## config.mk

```make
export PLATFORM = sky130hd
export DESIGN_NAME = tile_color_histogram_ranker_core
export DESIGN_NICKNAME = d
export VERILOG_FILES = /design/src/sv/tchr_pkg.sv /design/src/sv/tchr_front.sv /design/src/sv/tchr_back.sv /design/src/sv/tile_color_histogram_ranker_core.sv
export SDC_FILE = /design/constraint.sdc
export NUM_CORES = 2
export LEC_CHECK = 0
export BUFFER_PORTS_ARGS = -buffer_cell sky130_fd_sc_hd__buf_2
export CAP_MARGIN = 20
export CORE_ASPECT_RATIO = 1.1
export CORE_MARGIN = 2
export CORE_UTILIZATION = 25
export DETAILED_ROUTE_END_ITERATION = 8
export MAX_ROUTING_LAYER = met4
export PLACE_DENSITY = 0.41
export SETUP_SLACK_MARGIN = 0.05
export SYNTH_ARGS = -nofsm -noshare
export SYNTH_HDL_FRONTEND = slang
export SYNTH_SLANG_ARGS = --single-unit
```

## constraint.sdc

```tcl
create_clock -name clk_i -period 8.1 [get_ports clk_i]
set_clock_uncertainty 0.05 [all_clocks]
set_input_delay 1.62 -clock clk_i [delete_from_list [all_inputs] [get_ports clk_i]]
set_output_delay 1.62 -clock clk_i [all_outputs]
set_load 0.005 [all_outputs]
```

## src/sv/tchr_pkg.sv

```systemverilog
// tile color histogram ranker: shared types, constants and opcodes
// no dependencies
package tchr_pkg;
  localparam int unsigned TileW   = 6;
  localparam int unsigned TileH   = 12;
  localparam int unsigned NPix    = TileW * TileH;
  localparam int unsigned PixW    = $clog2(NPix);
  localparam int unsigned CntW    = $clog2(NPix + 1);
  localparam int unsigned QDepth  = 2;
  localparam logic [PixW-1:0] LastPix = PixW'(NPix - 1);

  typedef enum logic [1:0] {
    OpWrite = 2'd0,
    OpFill  = 2'd1,
    OpQuery = 2'd2,
    OpNone  = 2'd3
  } op_e;

  // classified item from front to back
  typedef struct packed {
    op_e         op;
    logic        in_range;
    logic [PixW-1:0] addr;
    logic [7:0]  color;
    logic [6:0]  rank;
  } cmd_t;

  // per-pixel record from the count pass
  typedef struct packed {
    logic            first;
    logic [CntW-1:0] cnt;
  } rec_t;

  // result item
  typedef struct packed {
    logic       rank_valid;
    logic [7:0] ranked_color;
    logic       fully_transparent;
    logic [6:0] distinct_colors;
    logic [7:0] pixel_read;
    logic       status;
  } res_t;
endpackage

```

## src/sv/tchr_front.sv

```systemverilog
// tile color histogram ranker: input classification and command queue
// depends on tchr_pkg
module tchr_front (
  input  logic          clk_i,
  input  logic          rst_ni,
  input  logic          in_valid_i,
  output logic          in_ready_o,
  input  logic [23:0]   in_data_i,
  output logic          cmd_valid_o,
  input  logic          cmd_ready_i,
  output tchr_pkg::cmd_t cmd_o
);
  import tchr_pkg::*;

  cmd_t cmd_q [QDepth];
  logic [$clog2(QDepth)-1:0] wr_q, rd_q;
  logic [$clog2(QDepth):0] cnt_q;
  cmd_t cls;
  logic [2:0] col;
  logic [3:0] row;
  logic push, pop;

  // decode and range check
  always_comb begin
    col = in_data_i[4:2];
    row = in_data_i[8:5];
    cls.op = op_e'(in_data_i[1:0]);
    cls.in_range = (32'(col) < TileW) && (32'(row) < TileH);
    cls.addr = PixW'(32'(row) * TileW + 32'(col));
    cls.color = in_data_i[16:9];
    cls.rank = in_data_i[23:17];
  end

  assign in_ready_o  = (cnt_q != ($clog2(QDepth)+1)'(QDepth));
  assign cmd_valid_o = (cnt_q != '0);
  assign cmd_o = cmd_q[rd_q];
  assign push = in_valid_i && in_ready_o;
  assign pop  = cmd_valid_o && cmd_ready_i;

  // queue pointers
  always_ff @(posedge clk_i or negedge rst_ni) begin
    if (!rst_ni) begin
      wr_q <= '0;
      rd_q <= '0;
      cnt_q <= '0;
    end else begin
      if (push) wr_q <= wr_q + 1'b1;
      if (pop) rd_q <= rd_q + 1'b1;
      cnt_q <= cnt_q + ($clog2(QDepth)+1)'(push) - ($clog2(QDepth)+1)'(pop);
    end
  end

  // queue storage
  always_ff @(posedge clk_i) begin
    if (push) cmd_q[wr_q] <= cls;
  end
endmodule

```

## src/sv/tchr_back.sv

```systemverilog
// tile color histogram ranker: pixel store and query sequencer
// depends on tchr_pkg
module tchr_back (
  input  logic           clk_i,
  input  logic           rst_ni,
  input  logic [8:0]     transp_i,
  input  logic           cmd_valid_i,
  output logic           cmd_ready_o,
  input  tchr_pkg::cmd_t cmd_i,
  output logic           res_valid_o,
  input  logic           res_ready_i,
  output tchr_pkg::res_t res_o
);
  import tchr_pkg::*;

  typedef enum logic [5:0] {
    StClear = 6'b000001,
    StIdle  = 6'b000010,
    StFill  = 6'b000100,
    StCount = 6'b001000,
    StRank  = 6'b010000,
    StOut   = 6'b100000
  } state_e;

  state_e state_q, state_d;
  logic [7:0] pix_q [NPix];
  rec_t rec_q [NPix];
  cmd_t cmd_q;
  res_t res_q, res_d;
  logic [7:0] fcol_q;
  logic [PixW-1:0] f_q;
  logic run_q, sv_q;
  logic [PixW-1:0] i_q, j_q, si_q, sj_q;
  logic [7:0] pi_q, pj_q;
  rec_t ri_q, rj_q;
  logic [CntW-1:0] acc_q, dist_q, opq_q, pos_q;
  logic first_q, all_q;
  logic accept, start, stop;
  logic pix_we;
  logic [PixW-1:0] pix_wa;
  logic [7:0] pix_wd;
  rec_t rec_wd;
  logic row_end, pair_last, eq, opq_pi, opq_pj, beats, cand, hit;
  logic first_n, all_n;
  logic [CntW-1:0] acc_n, dist_n, opq_n, pos_n;

  assign accept = (state_q == StIdle) && cmd_valid_i;
  assign cmd_ready_o = (state_q == StIdle);
  assign res_valid_o = (state_q == StOut);
  assign res_o = res_q;

  // pair stage: pixel i against pixel j, read data registered from the address and aligned with si/sj
  assign row_end = (sj_q == LastPix);
  assign pair_last = row_end && (si_q == LastPix);
  assign eq = (pj_q == pi_q);
  assign opq_pi = ({1'b0, pi_q} != transp_i);
  assign opq_pj = ({1'b0, pj_q} != transp_i);

  // count pass: occurrences of pixel i's color, first occurrence flag
  assign acc_n = acc_q + CntW'(eq);
  assign first_n = first_q && !(eq && (sj_q < si_q));
  assign dist_n = dist_q + CntW'(first_n);
  assign opq_n = opq_q + CntW'(first_n && opq_pi);
  assign all_n = all_q && !opq_pi;
  assign rec_wd = {first_n, acc_n};

  // rank pass: count distinct opaque colors that rank ahead of candidate i
  assign beats = (rj_q.cnt > ri_q.cnt) ||
                 ((rj_q.cnt == ri_q.cnt) && (pj_q < pi_q));
  assign cand = opq_pi && ri_q.first;
  assign pos_n = pos_q + CntW'(opq_pj && rj_q.first && (pj_q != pi_q) && beats);
  assign hit = sv_q && row_end && cand && (pos_n == CntW'(cmd_q.rank));

  // pair walk start and stop
  assign start = (accept && (cmd_i.op == OpQuery)) ||
                 ((state_q == StCount) && (state_d == StRank));
  assign stop = (state_d == StOut);

  always_comb begin
    state_d = state_q;
    unique case (state_q)
      StClear: if (f_q == LastPix) state_d = StIdle;
      StIdle: begin
        if (cmd_valid_i) begin
          if (cmd_i.op == OpQuery) state_d = StCount;
          else if (cmd_i.op == OpFill) state_d = StFill;
          else state_d = StOut;
        end
      end
      StFill:  if (f_q == LastPix) state_d = StOut;
      StCount: begin
        if (sv_q && pair_last)
          state_d = (CntW'(cmd_q.rank) < opq_n) ? StRank : StOut;
      end
      StRank:  if (hit || (sv_q && pair_last)) state_d = StOut;
      StOut:   if (res_ready_i) state_d = StIdle;
      default: state_d = StIdle;
    endcase
  end

  // result fields
  always_comb begin
    res_d = res_q;
    if (accept) begin
      res_d = '0;
      res_d.status = ((cmd_i.op == OpWrite) || (cmd_i.op == OpQuery)) && !cmd_i.in_range;
    end else if ((state_q == StCount) && sv_q && row_end) begin
      res_d.distinct_colors = 7'(dist_n);
      res_d.fully_transparent = all_n;
      if (cmd_q.in_range && (si_q == cmd_q.addr)) res_d.pixel_read = pi_q;
    end else if ((state_q == StRank) && hit) begin
      res_d.ranked_color = pi_q;
      res_d.rank_valid = 1'b1;
    end
  end

  // pixel store write port: clear and fill sweeps, single writes
  always_comb begin
    pix_we = 1'b0;
    pix_wa = f_q;
    pix_wd = fcol_q;
    if ((state_q == StClear) || (state_q == StFill)) begin
      pix_we = 1'b1;
    end else if (accept && (cmd_i.op == OpWrite) && cmd_i.in_range) begin
      pix_we = 1'b1;
      pix_wa = cmd_i.addr;
      pix_wd = cmd_i.color;
    end
  end

  always_ff @(posedge clk_i) begin
    if (pix_we) pix_q[pix_wa] <= pix_wd;
  end

  // per-pixel records written at the end of each count row
  always_ff @(posedge clk_i) begin
    if ((state_q == StCount) && sv_q && row_end) rec_q[si_q] <= rec_wd;
  end

  // registered reads at the pair addresses
  always_ff @(posedge clk_i) begin
    pi_q <= pix_q[i_q];
    pj_q <= pix_q[j_q];
    ri_q <= rec_q[i_q];
    rj_q <= rec_q[j_q];
  end

  // state, command and result registers
  always_ff @(posedge clk_i or negedge rst_ni) begin
    if (!rst_ni) begin
      state_q <= StClear;
      cmd_q <= '0;
      res_q <= '0;
      fcol_q <= '0;
      f_q <= '0;
    end else begin
      state_q <= state_d;
      res_q <= res_d;
      if (accept) begin
        cmd_q <= cmd_i;
        if (cmd_i.op == OpFill) fcol_q <= cmd_i.color;
      end
      if ((state_q == StClear) || (state_q == StFill))
        f_q <= (f_q == LastPix) ? '0 : f_q + 1'b1;
    end
  end

  // pair address walk and stage
  always_ff @(posedge clk_i or negedge rst_ni) begin
    if (!rst_ni) begin
      run_q <= 1'b0;
      sv_q <= 1'b0;
      i_q <= '0;
      j_q <= '0;
      si_q <= '0;
      sj_q <= '0;
    end else begin
      if (start) begin
        run_q <= 1'b1;
        i_q <= '0;
        j_q <= '0;
      end else if (stop) begin
        run_q <= 1'b0;
      end else if (run_q) begin
        if (j_q == LastPix) begin
          j_q <= '0;
          if (i_q == LastPix) run_q <= 1'b0;
          else i_q <= i_q + 1'b1;
        end else begin
          j_q <= j_q + 1'b1;
        end
      end
      sv_q <= run_q && !stop;
      si_q <= i_q;
      sj_q <= j_q;
    end
  end

  // count and rank accumulators
  always_ff @(posedge clk_i or negedge rst_ni) begin
    if (!rst_ni) begin
      acc_q <= '0;
      dist_q <= '0;
      opq_q <= '0;
      pos_q <= '0;
      first_q <= 1'b1;
      all_q <= 1'b1;
    end else if (accept) begin
      acc_q <= '0;
      dist_q <= '0;
      opq_q <= '0;
      pos_q <= '0;
      first_q <= 1'b1;
      all_q <= 1'b1;
    end else if (sv_q && (state_q == StCount)) begin
      if (row_end) begin
        acc_q <= '0;
        first_q <= 1'b1;
        dist_q <= dist_n;
        opq_q <= opq_n;
        all_q <= all_n;
      end else begin
        acc_q <= acc_n;
        first_q <= first_n;
      end
    end else if (sv_q && (state_q == StRank)) begin
      pos_q <= row_end ? '0 : pos_n;
    end
  end
endmodule

```

## src/sv/tile_color_histogram_ranker_core.sv

```systemverilog
// tile color histogram ranker top level: config register, front and back
// depends on tchr_pkg, tchr_front, tchr_back
// After reset the 72-pixel tile is cleared in a sweep before the first item is
// carried out. Items are handled one at a time: a write or an unused code gives
// its result the cycle after the back takes it, a fill sweeps the tile first. A
// query walks all 72x72 pixel pairs with one compare a cycle, first to count,
// then again, stopping early on a hit, to find the ranked color (skipped when
// the rank is not below the opaque color count). Each result holds until
// m_axis_tready; a two-entry queue in front accepts items while the back is
// busy, until the queue is full.
module tile_color_histogram_ranker_core (
  input  logic        clk_i,
  input  logic        rst_ni,
  input  logic        cfg_we_i,
  input  logic [8:0]  cfg_wdata_i,
  input  logic        s_axis_tvalid,
  output logic        s_axis_tready,
  input  logic [23:0] s_axis_tdata,  // operation, col, row, color, rank
  output logic        m_axis_tvalid,
  input  logic        m_axis_tready,
  output logic [31:0] m_axis_tdata   // status, pixel_read, distinct_colors,
                                     // fully_transparent, ranked_color, rank_valid
);
  import tchr_pkg::*;

  logic [8:0] transp_q;
  logic cmd_valid, cmd_ready;
  cmd_t cmd;
  res_t res;

  // transparent index register
  always_ff @(posedge clk_i or negedge rst_ni) begin
    if (!rst_ni) transp_q <= 9'd256;
    else if (cfg_we_i) transp_q <= cfg_wdata_i;
  end

  tchr_front u_front (
    .clk_i, .rst_ni,
    .in_valid_i(s_axis_tvalid), .in_ready_o(s_axis_tready),
    .in_data_i(s_axis_tdata),
    .cmd_valid_o(cmd_valid), .cmd_ready_i(cmd_ready), .cmd_o(cmd)
  );

  tchr_back u_back (
    .clk_i, .rst_ni, .transp_i(transp_q),
    .cmd_valid_i(cmd_valid), .cmd_ready_o(cmd_ready), .cmd_i(cmd),
    .res_valid_o(m_axis_tvalid), .res_ready_i(m_axis_tready), .res_o(res)
  );

  assign m_axis_tdata = {6'd0, res};

  // a result with bad rank never carries a color
  a_rank: assert property (@(posedge clk_i) disable iff (!rst_ni)
    m_axis_tvalid && !res.rank_valid |-> res.ranked_color == 8'd0) else $error("rank");
  // result holds while stalled
  a_hold: assert property (@(posedge clk_i) disable iff (!rst_ni)
    m_axis_tvalid && !m_axis_tready |=> $stable(res)) else $error("hold");
endmodule

```

* Word level (Yosys, flattened, before mapping)
Memory sizes are Yosys's and may differ from the RTL's. A register that Yosys moved wholly into a read port is not among the register bits. Index checks and enable logic that the tools add are counted.
Word-level totals: register bits after elaboration 135, RAM bits 1202, logic and storage cells 192, memories 3
Memory list:
- u_back.pix_q | words 72, width 8, rd ports 2, clocked after Yosys merged registers in 2, write ports 1, RTL line tchr_back.sv:26 | logic [7:0] pix_q [NPix];
- u_back.rec_q | words 72, width 8, rd ports 2, clocked after Yosys merged registers in 2, write ports 1, RTL line tchr_back.sv:27 | rec_t rec_q [NPix];
- u_front.cmd_q | words 2, width 25, rd ports 1, clocked after Yosys merged registers in 0, write ports 1, RTL line tchr_front.sv:15 | cmd_t cmd_q [QDepth];
Operators by class: add/subtract/negate cells 12, multiply operators 1, $lt $le $gt $ge 6, equal/unequal tests 27, mux-type cells 61, reduce and logical (&&, ||, !) cells 54
Operator list (number):
- 7-bit two-way mux | 25
- 6-bit two-way mux | 9
- 6-bit case mux with 6 select lines | 1
- 7-bit == test (second input constant) | 5
- 7-bit by 1-bit adder with 7-bit output | 4
- 1-bit logical AND | 28
- 25-bit two-way mux | 1
- 8-bit two-way mux | 3
- 7-bit by 1-bit adder with 7-bit output (second input constant) | 3
- 7-bit == test | 3
- 1-bit two-way mux | 19
- 9-bit two-way mux | 2
- 8-bit by 9-bit != test with 1-bit output | 2
- 2-bit nonzero test | 9
- 16-bit two-way mux | 1
- 7-bit < comparator | 2
- 6-bit by 5-bit == test with 1-bit output (second input constant) | 2
- 6-bit == test (second input constant) | 2
- 2-bit AND reduction | 6
- 8-bit == test | 1
- 8-bit < comparator | 1
- 2-bit by 1-bit != test with 1-bit output (second input constant) | 4
- 8-bit != test | 1
- 7-bit by 3-bit adder with 7-bit output | 1
- 18 further kinds | 26

* Longest topological paths before layout
depth after elaboration 15, depth in mapped cells 25, mapped depth without buffers 23

* Hierarchy
From an unflattened synthesis, not the netlist that was laid out.
Second synthesis, totals: cells, all modules 3355, area total of the unflattened synthesis 63890.0 µm²
Modules (own cells, without submodules):
- tchr_back | times used 1, cells each 3189, area an instance 61114.9 µm², seq. area each 38290.5 µm²
- tchr_front | times used 1, cells each 140, area an instance 2353.5 µm², seq. area each 1601.5 µm²
- tile_color_histogram_ranker_core | times used 1, cells each 26, area an instance 421.7 µm², seq. area each 226.5 µm²

* Worst setup path before layout
No wires, ideal clock.
path type register -> register, start point register u_front.rd_q, end point memory u_back.pix_q[0][6] (data pin), setup time 0.764 ns, data arrival time 5.626 ns, path slack 1.660 ns, cell stages (with the launch flop) 10, path buffers 5, period minus slack after synthesis 6.440 ns, cell sequence dfrtp_1 > clkbuf_1 > buf_1 > clkbuf_1 > mux2i_1 > ha_1 > nand3_2 > clkbuf_1 > clkbuf_1 > o21ai_0
Between the ends: cells in the longest elaborated chain, start to end 6
RTL lines:
- start, declared | RTL line tchr_front.sv:16 | logic [$clog2(QDepth)-1:0] wr_q, rd_q;
- start signal, assigned | RTL line tchr_front.sv:48 | if (pop) rd_q <= rd_q + 1'b1;
- memory read 2 x 25 bit *
- 2-bit zero test | RTL line tchr_back.sv:124 | end else if (accept && (cmd_i.op == OpWrite) && cmd_i.in_range) begin
- 1-bit logical AND (2 in series) | RTL line tchr_back.sv:124
- 8-bit two-way mux * | RTL line tchr_back.sv:124
- 8-bit two-way mux * | RTL line tchr_back.sv:122 | if ((state_q == StClear) || (state_q == StFill)) begin
- via u_back.pix_wd[6] | RTL line tchr_back.sv:41 | logic [7:0] pix_wd;
- end, declared | RTL line tchr_back.sv:26
The timed path passes the listed nets; every way through them passes the cells marked *.

* Final worst setup path
start point register u_back.si_q[1], end point register u_back.i_q[3]
Between the ends: cells in the longest elaborated chain, start to end 15, elaborated cells between the ends (all ways) 25
RTL lines:
- start, declared | RTL line tchr_back.sv:33 | logic [PixW-1:0] i_q, j_q, si_q, sj_q;
- start signal, assigned | RTL line tchr_back.sv:194 | si_q <= i_q;
- 7-bit < comparator * | RTL line tchr_back.sv:61 | assign first_n = first_q && !(eq && (sj_q < si_q));
- 1-bit logical AND * | RTL line tchr_back.sv:61
- 1-bit zero test * | RTL line tchr_back.sv:61
- 1-bit logical AND * | RTL line tchr_back.sv:61
- via u_back.first_n | RTL line tchr_back.sv:44 | logic first_n, all_n;
- 1-bit logical AND * | RTL line tchr_back.sv:63 | assign opq_n = opq_q + CntW'(first_n && opq_pi);
- 7-bit by 1-bit adder with 7-bit output * | RTL line tchr_back.sv:63
- 7-bit < comparator * | RTL line tchr_back.sv:93 | state_d = (CntW'(cmd_q.rank) < opq_n) ? StRank : StOut;
- 6-bit two-way mux * | RTL line tchr_back.sv:93
- 6-bit two-way mux * | RTL line tchr_back.sv:92 | if (sv_q && pair_last)
- 6-bit case mux with 6 select lines * | RTL line tchr_back.sv:81 | unique case (state_q)
- 6-bit by 5-bit == test with 1-bit output | RTL line tchr_back.sv:76 | ((state_q == StCount) && (state_d == StRank));
- 1-bit logical AND | RTL line tchr_back.sv:76
- 1-bit logical OR | RTL line tchr_back.sv:75 | assign start = (accept && (cmd_i.op == OpQuery)) ||
- 2-bit by 1-bit != test with 1-bit output (no source line) or 2-bit nonzero test (tied branches)
- 4-bit AND reduction (no source line)
- end signal, assigned | RTL line tchr_back.sv:188 | else i_q <= i_q + 1'b1;
- end, declared | RTL line tchr_back.sv:33
Marked as above. A chain may end at the register's enable or synchronous reset.

==> results.txt <==
initial antenna violation count = 5
Setup TNS Final = 0 ps
r2r worst-path depth = 23
Worst EP required = 8790 ps
Clock transition at path regs = 60 ps
Slew headroom = 19.7%
Final Net Count = 3496
area grow syn2layout = 15.0%
FP Rows = 194
Comb power frac = 30.9%
CP peak stage delay = 530 ps
Overall Global Routing Usage = 15.3%
largest net degree at the start of global routing = 112
number of synthesized flops with an enable pin = 1202
register area = 40100 um2
full die area = 258000 um2
sequential share of power = 39.2%
crit end category = register
clk root buf = clkbuf_16
Setup CP Type = reg2reg
Vias = 33647
# Max-Cap Violations = 0
post-cts resize count = 0
Fillers = 25007
mean routed wirelength per cell = 28.4 um
Clock Latency Late Sink = 820 ps
internal power = 0.0153 W
synth unique cells = 75
unrepaired setup endpoints after global routing = no
Hold Crit Depth = 2
IO Port Bufs = 65
Slew Viols, Final = 0
worst path cell trace = inv_1 > ha_1 > a21o_1 > a21o_1 > a21o_1 > a211oi_1 > o21ai_0 > and2_2 > nor2b_1 > ha_1 > ha_1 > and3_1 > nand3_1 > xor2_1 > ha_1 > and3_1 > a221o_1 > a31o_2 > a211o_1 > a21oi_2 > nor2_2 > or4_1 > a21oi_1
HP Start = u_back.all_q
period utilization = 68.9%
DRT Wirelength = 194000 um
buffer depth of the longest clock path = 4
Hold Buf Count CTS = 0
Crit path arrival time = 6270 ps
clock sinks = 1369
clock share of power = 29.9%
final setup fails = 0
initial core utilization = 25.1%
I/O pin total = 72
Yosys warning count = 0
Lkg Pwr = 21.8 nW
first-pass GRT wire length = 275000 um
Die Y-Extent = 533 um
post-DP HPWL = 126000 um
First DRT Iteration DRCs = 2598
Final ANT Viol Nets = 0
Final min period = 5580 ps
Peak VDD IR = 0.000277 V
placed cell areas = 68200 um2
highest-count cells in the layout ignoring fill and taps = edfxtp_1, mux4_2, nor2_1
reg2reg start = u_back.si_q[1]
multi-input combinational cell area = 22500 um2
Post-Syn Area per Cell = 19.3 um2
r2r setup slk = 2520 ps
Power Density = 313 nW/um2
setup repair bufs after CTS = 0
layout cells sized above 1 = 33.4%
ys flop type = edfxtp_1
leading cell type in the layout, fill and taps excluded = edfxtp_1
remaining routing DRC violations = 0
Slew @ Worst Pin = 1200 ps
synthesized cell area = 63500 um2
Final Instance Area = 73000 um2
global placer's final weighted congestion = 0.774
Buf+Inv Stages, Crit Path = 1
Top delay family on crit path = compound AO/OA/AOI/OAI gates
Critical Path Source Type = register
overall power = 0.0229 W
hold path endpoint = u_back.all_q
core footprint = 253000 um2
die width = 485 um
H-tree Lvls = 4
outcome = completed
maximum clock frequency = 0.179 GHz
Fin. Hold Viols = 0
flops & latches, synth = 1369
switching pwr = 0.00756 W
placed insts = 6576
vias in the first global route = 34959
Hold WC Path Type = reg2reg
gr ovfl total = 0
CTS tree = done
CP max stage cell = or4_1
Net Sw Frac = 33.1%
Final Non-Filler Cells = 6855
async set or reset register ratio after synthesis = 9.86%
Synth Instances = 3299
crit-path max FO = 11
total CTS buffers = 160
sequential share of the synthesized area = 63.2%
crit-path most repeated cell = ha_1
via/cell ratio = 4.91
drt first pass iters = 5
worst reg2reg endpoint = u_back.i_q[3]
## worst register-to-register path, cell delays in order, from the launching register on
cell and delay (ps):
dfrtp_1 470, inv_1 100, ha_1 280, a21o_1 160, a21o_1 170, a21o_1 170, a211oi_1 230, o21ai_0 140
and2_2 210, nor2b_1 130, ha_1 200, ha_1 230, and3_1 220, nand3_1 100, xor2_1 190, ha_1 270
and3_1 190, a221o_1 290, a31o_2 260, a211o_1 270, a21oi_2 290, nor2_2 180, or4_1 530, a21oi_1 160
## routing by layer
layer  track usage (%)  routed length (um)  vias up
met5                 -                   0        -
met3              2.18                9330      229
li1                  -                   -    14037
met2              24.6               95200      881
met4              3.23                3720        0
met1              20.5               86100    18500
## per-stage QoR
stage / hold slack (ps) / setup slack (ps) / utilization (%)
2_1_floorplan: 302 / 1660 / -
3_3_place_gp: 410 / 2520 / 26.9
3_5_place_dp: 421 / 2570 / 26.9
4_1_cts: 433 / 2530 / 28.8
5_1_grt: 442 / 2240 / 28.8
6_report: 429 / 2520 / 28.8
## Yosys cell counts (8+ instances only)
library cell | number | share of area, %
nor2_1 | 198 | 1.2
nand2b_1 | 8 | 0.079
nand3b_1 | 10 | 0.12
buf_4 | 9 | 0.11
dfxtp_1 | 32 | 1.0
xor2_1 | 23 | 0.32
nand4_1 | 15 | 0.15
mux2i_1 | 78 | 1.2
buf_2 | 56 | 0.44
nor2b_1 | 9 | 0.089
nand2_1 | 134 | 0.79
dfrtp_1 | 131 | 5.2
o21a_1 | 28 | 0.33
ha_1 | 50 | 0.98
a21o_1 | 12 | 0.14
and3_1 | 16 | 0.16
o31ai_1 | 14 | 0.17
xnor2_1 | 41 | 0.57
mux4_2 | 723 | 26
edfxtp_1 | 1202 | 57
a22o_1 | 18 | 0.25
and2_1 | 14 | 0.14
buf_1 | 33 | 0.19
inv_1 | 38 | 0.22
a21oi_1 | 24 | 0.19
o21ai_0 | 71 | 0.56
a31oi_1 | 8 | 0.079
mux2_2 | 13 | 0.23
a211oi_1 | 15 | 0.18
clkbuf_1 | 131 | 0.77
nand3_1 | 50 | 0.39
## kinds of logic after synthesis
family | after synthesis | synth area share (%)
flops | 1369 | 63.2
simple gates | 504 | 3.69
xor+xnor | 64 | 0.882
mux | 814 | 27.1
other cells | 1 | 0.00590
buf+inv | 271 | 1.78
fa+ha+maj | 53 | 1.07
compound gates | 223 | 2.34
## power groups by stage
| stage | sequential (W) | combinational, W | clock (W) |
|---|---|---|---|
| after floorplan | 0.00879 | 0.00481 | 0 |
| after global placement | 0.00911 | 0.00724 | 0 |
| after detailed placement | 0.00912 | 0.00724 | 0 |
| after CTS | 0.00897 | 0.00726 | 0.00708 |
| after global routing | 0.00901 | 0.00756 | 0.00733 |
| final | 0.00895 | 0.00707 | 0.00684 |
## sequential cells by signal (all words and copies together) (netlist names), 2 cells and up
name,flops
transp_q,9
u_back.f_q,7
u_back.rec_q,576
u_back.sj_q,7
u_back.cmd_q,15
u_back.res_o,26
u_back.ri_q,8
u_back.rj_q,8
u_back.opq_q,7
u_back.acc_q,7
u_back.i_q,7
u_back.dist_q,7
u_back.pix_q,576
u_back.pj_q,8
u_front.cmd_q,50
u_back.j_q,7
u_back.state_q,6
u_back.si_q,7
u_back.fcol_q,8
u_back.pi_q,8
u_back.pos_q,7
u_front.cnt_q,2
## cell type report
class                   instances  share of cell area (%)
clock buffers                 204                    5.86
diodes                          2                 0.00685
flip-flops and latches       1369                    55.0
inverters                      41                   0.221
repair buffers                170                    1.76
well taps                    3332                    5.71
multi-input cells            1664                    30.8
clock inverters                73                   0.713
## worst max-delay path by stage
stage | from | end | slack [ps] | cells after the start
after floorplan | u_front.rd_q | u_back.pix_q[0][6] | 1660 | 9
after global routing | u_back.si_q[1] | u_back.i_q[3] | 2240 | 23
after detailed placement | u_back.si_q[1] | u_back.i_q[3] | 2570 | 23
final | u_back.si_q[1] | u_back.i_q[3] | 2520 | 23
after global placement | u_back.si_q[1] | u_back.i_q[3] | 2520 | 23
after CTS | u_back.si_q[1] | u_back.i_q[3] | 2530 | 23
Note: power is estimated with default switching activity, not from simulation.
